===== src/sv/sts_pkg.sv =====
package sts_pkg;

    localparam int DEF_TABLE_DEPTH = 1024;

    // field widths of one item
    localparam int IDX_W = 10;
    localparam int VAL_W = 32;
    localparam int CNT_W = 11;

    // stream packing, lowest field first, padded to whole bytes
    localparam int LOAD_INDEX_LSB = 0;
    localparam int LOAD_VALUE_LSB = LOAD_INDEX_LSB + IDX_W;
    localparam int SEARCH_KEY_LSB = LOAD_VALUE_LSB + VAL_W;
    localparam int IN_FIELDS_W    = SEARCH_KEY_LSB + VAL_W;
    localparam int IN_TDATA_W     = ((IN_FIELDS_W + 7) / 8) * 8;
    localparam int OUT_TDATA_W    = ((IDX_W + 1 + 7) / 8) * 8;

    localparam int CFG_IDX_W  = 1;
    localparam int CFG_DATA_W = CNT_W;

    typedef enum logic [CFG_IDX_W-1:0] {
        CFG_ELEMENT_COUNT = 1'b0,
        CFG_SEARCH_MODE   = 1'b1
    } t_cfg_reg;

    typedef enum logic {
        REQ_LOAD   = 1'b0,
        REQ_SEARCH = 1'b1
    } t_req;

    typedef enum logic {
        MODE_THREE_WAY   = 1'b0,
        MODE_SINGLE_TEST = 1'b1
    } t_mode;

    typedef enum logic [1:0] {
        S_IDLE,
        S_PROBE,
        S_DONE
    } t_state;

    typedef struct packed {
        logic [IDX_W-1:0] position;
        logic             found;
    } t_result;

endpackage


===== src/sv/sts_engine.sv =====
module sts_engine #(
    parameter int TABLE_DEPTH = sts_pkg::DEF_TABLE_DEPTH,
    localparam int AW = (TABLE_DEPTH > 1) ? $clog2(TABLE_DEPTH) : 1
) (
    input  logic                             i_clk,
    input  logic                             i_rst_n,
    input  logic                             i_item_valid,
    output logic                             o_item_ready,
    input  sts_pkg::t_req                    i_req,
    input  logic [sts_pkg::IDX_W-1:0]        i_load_index,
    input  logic signed [sts_pkg::VAL_W-1:0] i_load_value,
    input  logic signed [sts_pkg::VAL_W-1:0] i_search_key,
    input  logic [sts_pkg::CNT_W-1:0]        i_element_count,
    input  sts_pkg::t_mode                   i_search_mode,
    output logic                             o_res_valid,
    output sts_pkg::t_result                 o_res,
    input  logic                             i_res_take,
    output logic                             o_tbl_we,
    output logic [AW-1:0]                    o_tbl_waddr,
    output logic signed [sts_pkg::VAL_W-1:0] o_tbl_wdata,
    output logic [AW-1:0]                    o_tbl_raddr,
    input  logic signed [sts_pkg::VAL_W-1:0] i_tbl_rdata
);
    import sts_pkg::*;

    // signed bounds: low reaches the count, high drops to minus one
    localparam int SW = AW + 2;
    localparam logic signed [SW-1:0] ZERO_S  = '0;
    localparam logic signed [SW-1:0] ONE_S   = SW'(1);
    localparam logic signed [SW-1:0] DEPTH_S = SW'(TABLE_DEPTH);

    t_state r_state, n_state;

    logic signed [VAL_W-1:0] r_key;
    logic signed [SW-1:0]    r_lo, r_hi, r_mid;
    t_result                 r_res;

    logic signed [SW-1:0] w_n, w_init_hi, w_init_mid;
    logic signed [SW-1:0] n_lo, n_hi, n_mid;
    logic                 w_lt, w_eq, w_finish;
    t_result              w_res;

    // midpoint truncated toward zero; only a sum of minus one goes negative
    function automatic logic signed [SW-1:0] f_mid(input logic signed [SW-1:0] a,
                                                   input logic signed [SW-1:0] b);
        logic signed [SW-1:0] s;
        s = a + b;
        if (s[SW-1]) begin
            f_mid = ZERO_S;
        end else begin
            f_mid = s >>> 1;
        end
    endfunction

    always_comb begin
        if (int'(i_element_count) > TABLE_DEPTH) begin
            w_n = DEPTH_S;
        end else begin
            w_n = SW'(i_element_count);
        end
        w_init_hi  = w_n - ONE_S;
        w_init_mid = f_mid(ZERO_S, w_init_hi);
    end

    // shared compare unit, one probe per cycle
    always_comb begin
        w_lt = r_key < i_tbl_rdata;
        w_eq = r_key == i_tbl_rdata;
        n_lo = r_lo;
        n_hi = r_hi;
        if (w_lt) begin
            n_hi = r_mid - ONE_S;
        end else begin
            n_lo = r_mid + ONE_S;
        end
        n_mid = f_mid(n_lo, n_hi);
        if (i_search_mode == MODE_SINGLE_TEST) begin
            w_finish = w_eq || !(r_lo < r_hi);
        end else begin
            w_finish = w_eq || !(n_lo <= n_hi);
        end
        w_res.found    = w_eq;
        w_res.position = w_eq ? IDX_W'(r_mid) : '0;
    end

    always_comb begin
        n_state = r_state;
        unique case (r_state)
            S_IDLE: begin
                if (i_item_valid && i_req == REQ_SEARCH) begin
                    n_state = (w_n == ZERO_S) ? S_DONE : S_PROBE;
                end
            end
            S_PROBE: begin
                if (w_finish) begin
                    n_state = S_DONE;
                end
            end
            S_DONE: begin
                if (i_res_take) begin
                    n_state = S_IDLE;
                end
            end
            default: n_state = S_IDLE;
        endcase
    end

    always_comb begin
        o_item_ready = (r_state == S_IDLE);
        o_res_valid  = (r_state == S_DONE);
        o_res        = r_res;
        o_tbl_we     = (r_state == S_IDLE) && i_item_valid && (i_req == REQ_LOAD)
                       && (int'(i_load_index) < TABLE_DEPTH);
        o_tbl_waddr  = AW'(i_load_index);
        o_tbl_wdata  = i_load_value;
        // next probe address goes straight to the read port
        o_tbl_raddr  = (r_state == S_PROBE) ? n_mid[AW-1:0] : w_init_mid[AW-1:0];
    end

    always_ff @(posedge i_clk) begin
        if (!i_rst_n) begin
            r_state <= S_IDLE;
        end else begin
            r_state <= n_state;
        end
    end

    always_ff @(posedge i_clk) begin
        if (r_state == S_IDLE && i_item_valid) begin
            r_key <= i_search_key;
            r_lo  <= ZERO_S;
            r_hi  <= w_init_hi;
            r_mid <= w_init_mid;
            r_res <= '0;
        end else if (r_state == S_PROBE) begin
            r_lo  <= n_lo;
            r_hi  <= n_hi;
            r_mid <= n_mid;
            r_res <= w_res;
        end
    end

    a_probe_in_range: assert property (@(posedge i_clk) disable iff (!i_rst_n)
        (r_state == S_PROBE) |-> (r_mid >= ZERO_S) && (r_mid < DEPTH_S))
        else $error("probe address outside the table");

    a_bounds_order: assert property (@(posedge i_clk) disable iff (!i_rst_n)
        (r_state == S_PROBE) |-> (r_lo <= r_hi + ONE_S))
        else $error("search bounds crossed by more than one");

    a_busy_after_search: assert property (@(posedge i_clk) disable iff (!i_rst_n)
        (i_item_valid && o_item_ready && i_req == REQ_SEARCH) |=> !o_item_ready)
        else $error("ready straight after a search was taken");

    a_miss_position: assert property (@(posedge i_clk) disable iff (!i_rst_n)
        (o_res_valid && !o_res.found) |-> (o_res.position == '0))
        else $error("miss reported with a nonzero position");

    a_write_when_idle: assert property (@(posedge i_clk) disable iff (!i_rst_n)
        o_tbl_we |-> (r_state == S_IDLE))
        else $error("table written during a search");

endmodule


===== config.mk =====
export PLATFORM = sky130hd
export DESIGN_NAME = sts_engine
export DESIGN_NICKNAME = d
export VERILOG_FILES = /design/src/sv/sts_pkg.sv /design/src/sv/sts_engine.sv
export SDC_FILE = /design/constraint.sdc
export NUM_CORES = 1
export LEC_CHECK = 0
export BUFFER_PORTS_ARGS = -buffer_cell sky130_fd_sc_hd__buf_4
export CORE_MARGIN = 2
export CORE_UTILIZATION = 47
export CTS_CLUSTER_SIZE = 28
export DETAILED_ROUTE_END_ITERATION = 7
export PLACE_DENSITY = 0.78
export RECOVER_POWER = 50
export SYNTH_ARGS = -nofsm -noshare
export SYNTH_HDL_FRONTEND = slang
export SYNTH_SLANG_ARGS = --single-unit

===== constraint.sdc =====
create_clock -name i_clk -period 4.2 [get_ports i_clk]
set_clock_uncertainty 0.1 [all_clocks]
set_input_delay 0.21 -clock i_clk [delete_from_list [all_inputs] [get_ports i_clk]]
set_output_delay 0.21 -clock i_clk [all_outputs]
set_load 0.01 [all_outputs]

# Word-level counts from Yosys, hierarchy flattened
# Cells that the tools add are included.
# totals
register_bits,81
output_inout_bits,66
wordCells,50
# classes
addsub,4
n_lt_le_gt_ge,4
n_eq_ne,6
n_mux,17
n_bitwise,1
n_reduce_logical,11
# op_table
op,count
2-to-1 mux 12 bit,6
2-to-1 mux 10 bit,4
== test 32 bit,1
less-than comparator 32 bit,1
"subtractor 12 x 2 -> 12 bit, second input constant",2
adder 12 bit,1
"adder 12 x 2 -> 12 bit, second input constant",1
less-or-equal comparator 12 bit,1
zero test 12 bit,1
less-than comparator 12 bit,1
"> comparator 11 bit, second input constant",1
2-to-1 mux 11 bit,1
2-to-1 mux 2 bit,4
case mux 2 bit (3 select lines),1
"inequality test 2 x 1 -> 1 bit, second input constant",2
logical AND 1 bit,3
AND reduction 3 bit,1
"== test 2 x 1 -> 1 bit, second input constant",1
"== test 2 bit, second input constant",1
zero test 1 bit,2
zero test 2 bit,1
logical OR 1 bit,2
"inequality test 2 bit, second input constant",1
nonzero test 2 bit,1
other kinds (2),2

# Logic depth before layout (Yosys ltp)
# logic_depth
ltp_word,8
ltp_mapped,23

# Worst setup path after synthesis
# Ideal clock, no wire load.
# synth_path
kind,reg2out
from,register r_key[14]
to,output port o_tbl_raddr[0]
t_arrival_ns,4.428
required_ns,3.890
path_slack_ns,-0.538
path_stages_with_launch,21
path_buffers,2
cell_sequence,edfxtp_1 -> ha_1 -> a21oi_1 -> nand2_1 -> a221o_1 -> o31a_1 -> o21ai_4 -> clkbuf_1 -> clkbuf_1 -> o21ai_0 -> ha_1 -> inv_1 -> o21bai_1 -> a21oi_1 -> o21bai_1 -> and2_1 -> o2111a_1 -> a21oi_1 -> xnor2_1 -> nand2_1 -> o22ai_1
# synth_via
elab_chain_len,5
elab_cells_between_ends,6
# synth_lines
element,line_no,source
"start, declared",sts_engine.sv:34,logic signed [VAL_W-1:0] r_key;
"start signal, assigned",sts_engine.sv:130,r_key <= i_search_key;
less-than comparator 32 bit,sts_engine.sv:67,w_lt = r_key < i_tbl_rdata;
2-to-1 mux 12 bit,sts_engine.sv:71,if (w_lt) begin
named net n_lo[2],sts_engine.sv:39,"logic signed [SW-1:0] n_lo, n_hi, n_mid;"
adder 12 bit,sts_engine.sv:47,s = a + b;
2-to-1 mux 10 bit,sts_engine.sv:48,if (s[SW-1]) begin
2-to-1 mux 10 bit,sts_engine.sv:117,o_tbl_raddr = (r_state == S_PROBE) ? n_mid[AW-1:0] : w_init_mid[AW-1:0];
"end, declared",sts_engine.sv:21,"output logic [AW-1:0] o_tbl_raddr,"
# The timed path passes the listed nets, and every way through them passes these cells.

# Worst setup path after layout
# layout_path
from,register r_key[7]
to,output port o_tbl_raddr[0]
# The elaborated chain is that of the path after synthesis.

==> results.md <==
* Post-Syn Area per Cell at 9.25 um^2
* Die width at 115 um
* Mapped cell area at a little under 6000 um^2
* CTS tree: done
* Gr usage total at 0.253
* Number of port buffers at about 100
* Synth Register Bits at just under 80
* Syn Nets at slightly above 800
* Synth top area share at 0.279
* Max-slew headroom at the worst pin at 0.208
* Drt wl/cell at about 18 um
* Flop pwr share at 0.228
* Hold Path Class: in -> reg
* Row cnt at 40
* Power share of the clock group at 0.162
* RSZ-0062 raised after global routing: yes
* Routed wire length at between 15000 and 20000 um
* Diodes inserted at 0
* Syn Inst Count at ~630
* Area Overhead vs Synth at 38.9%
* CTS buffer count at 9
* Finish-stage setup viols at 22
* Post-synthesis async set-or-reset flop share at 0
* Pre-CTS setup slack at -0.531 ns
* Dpl hpwl at ~12000 um
* Max-Cap Viols at 0
* Largest net degree at the start of global routing at 43
* Starting Density at 0.482
* Vias in the first global route at roughly 5300
* Crit path arrival time at about 4.7 ns
* Worst-skew pair later-pin latency at about 0.34 ns
* Share of post-route cells with drive strength above 1 at 0.323
* Vias post-DR at about 5300
* Static Leak at 0.00362 uW
* GP Congestion at 0.861
* I/O pin total at approximately 190
* P_int at 3130 uW
* DR pass1 iterations at 5
* Synth cell count leaders: 71 x inv_1, 68 x ha_1, 54 x edfxtp_1
* Synth Flop Type: edfxtp_1
* Final ANT Viol Nets at 0
* Crit end category: output port
* Fill cell count at 885
* Count of flip-flops with a built-in enable after synthesis at 54
* Die area at approximately 13000 um^2
* Combinational power share at 0.610
* Most common cell in the netlist: inv_1
* Highest clock rate at between 200 and 250 MHz
* Worst r2r src: r_key[7]$_DFFE_PP_
* NetSw at about 2000 uW
* DRT iter0 DRCs at ~400
* Cell variety after synth at a little under 60
* Final Power at about 5000 uW
* Slew Viols, Final at 0
* Core area at about 12000 um^2
* Synth top area cells: edfxtp_1 28%, ha_1 15%, dfxtp_1 8.6%
* Switching share of power at 0.390
* Clk sinks at 79
* CP Class: reg -> out
* Clock slew at reported path FFs at ~0.06 ns
* Die height at about 120 um
* CP startpoint: r_key[7]$_DFFE_PP_
* Final worst setup slack at -0.786 ns
* Final Hold Vio Count at 0
* Via-to-Cell Ratio at 5.45
* Final period utilization at 1.19
* Root Buffer: clkbuf_16
* Outcome: finished with violations
* Hold Startpoint: i_rst_n
* GRT Residual Overflow at 0
* Register area share after synthesis at 0.365
* Longest Clk Path Bufs at 2
* Antenna violations before repair at 0
* Tmin final at between 4 and 5 ns
* Htree depth at 3
* Failing checks: setup timing
* Nets at 989
* Yosys Warn Count at 0
* Crit path launch type: flop
* Actual slew at the worst max-slew pin at ~1.2 ns
* Worst Path Required at a little under 4 ns
* Drt drc at 0
* Pwr Density at 636 nW/um^2
* Cell accounting for the most synthesized area: edfxtp_1
* First-pass GRT wire length at between 20000 and 30000 um
* Peak VDD IR at 0.397 mV
* CP max FO at 7
[flip-flops by register name (all words and copies together), names as in the netlist]
signal	count
r_mid	10
o_res	11
r_lo	12
r_hi	12
r_state	2
r_key	32
[through the flow]
| stage | std cells | area [um^2] | util | TNS [ns] | hold WS [ns] |
|---|---|---|---|---|---|
| 2_1_floorplan | 628 | 5980 | - | -1.43 | 0.209 |
| 3_3_place_gp | 901 | 7030 | 0.583 | -4.84 | 0.289 |
| 3_5_place_dp | 901 | 7030 | 0.583 | -6.97 | 0.289 |
| 4_1_cts | 965 | 7970 | 0.661 | -10.00 | 0.0382 |
| 5_1_grt | 970 | 8070 | 0.669 | -15.83 | 0.0476 |
| 6_report | 970 | 8070 | 0.669 | -11.62 | 0.0479 |
[final timing paths]
kind | to | slack (ns) | cells after the start
worst min-delay path | r_state[1]$_SDFFE_PN0P_ | 0.05 | 2
worst max register to register | r_state[1]$_SDFFE_PN0P_ | -0.54 | 20
worst min register to register | r_lo[11]$_SDFFE_PP0P_ | 0.37 | 2
worst max-delay path | o_tbl_raddr[0] | -0.79 | 21
[layer usage]
metal / GRT usage / part of all wire
met4: 0.109 / 0.038
met2: 0.430 / 0.48
met1: 0.310 / 0.41
met3: 0.0559 / 0.073
met5: 0 / 0
[worst max-delay path: stages (launching register included)]
cell and delay [ns]:
edfxtp_1 0.47, ha_4 0.29, a21oi_4 0.14, o21ai_2 0.08
a221o_1 0.34, o31a_1 0.27, o21ai_4 0.19, buf_12 0.16
mux2i_4 0.24, inv_2 0.07, ha_4 0.27, a21oi_2 0.05
o21bai_1 0.19, a21oi_1 0.09, o21bai_1 0.20, and2_4 0.18
o2111a_1 0.21, a21oi_2 0.07, xnor2_2 0.30, nand2_2 0.20
o22ai_2 0.16, buf_4 0.14
[cell usage in the layout (no fill, tap or decap), drive strengths merged, types with 20 or more instances in the layout]
cell and n:
edfxtp 54, nand2 46, dfxtp 25, nor2 39, buf 139, xnor2 20
ha 68, a21oi 31, clkbuf 55, o21ai 35, inv 72, dlygate4sd3 32
[final cells by class]
type / count / area, um^2 / share of cell area
timing repair buffer: 218 / 1720 / 0.214
sequential: 79 / 2120 / 0.263
clock buffer: 9 / 225 / 0.0279
tap: 168 / 210 / 0.0261
inverter: 72 / 270 / 0.0335
multi-input combinational: 417 / 3430 / 0.425
clock inverter: 7 / 87.6 / 0.0109
[cells by family after synthesis]
group,count (synthesis),synth area share
buffers and inverters,133,0.113
AOI/OAI and AO/OA,144,0.163
and+or+nand+nor,154,0.129
adders and majority gates,69,0.150
muxes,18,0.0327
xor gates and xnor gates,31,0.0467
DFF,79,0.365
[what timing repair did]
item                       CTS  global route
pin swaps                   27            27
setup buffers               12             6
resized for setup           34            29
cloned                       4             0
hold endpoints to repair    32             0
hold buffers                32             0
setup endpoints to repair   22            22
[power groups by stage]
| stage | clock [uW] | combinational, uW | sequential (uW) |
|---|---|---|---|
| 6_report | 830 | 3130 | 1170 |
| 5_1_grt | 875 | 3370 | 1190 |
| 4_1_cts | 842 | 2840 | 1160 |
| 3_5_place_dp | 0 | 2490 | 1170 |
| 3_3_place_gp | 0 | 2430 | 1170 |
| 2_1_floorplan | 0 | 1630 | 1100 |
Power figures use the tool's default switching activity.
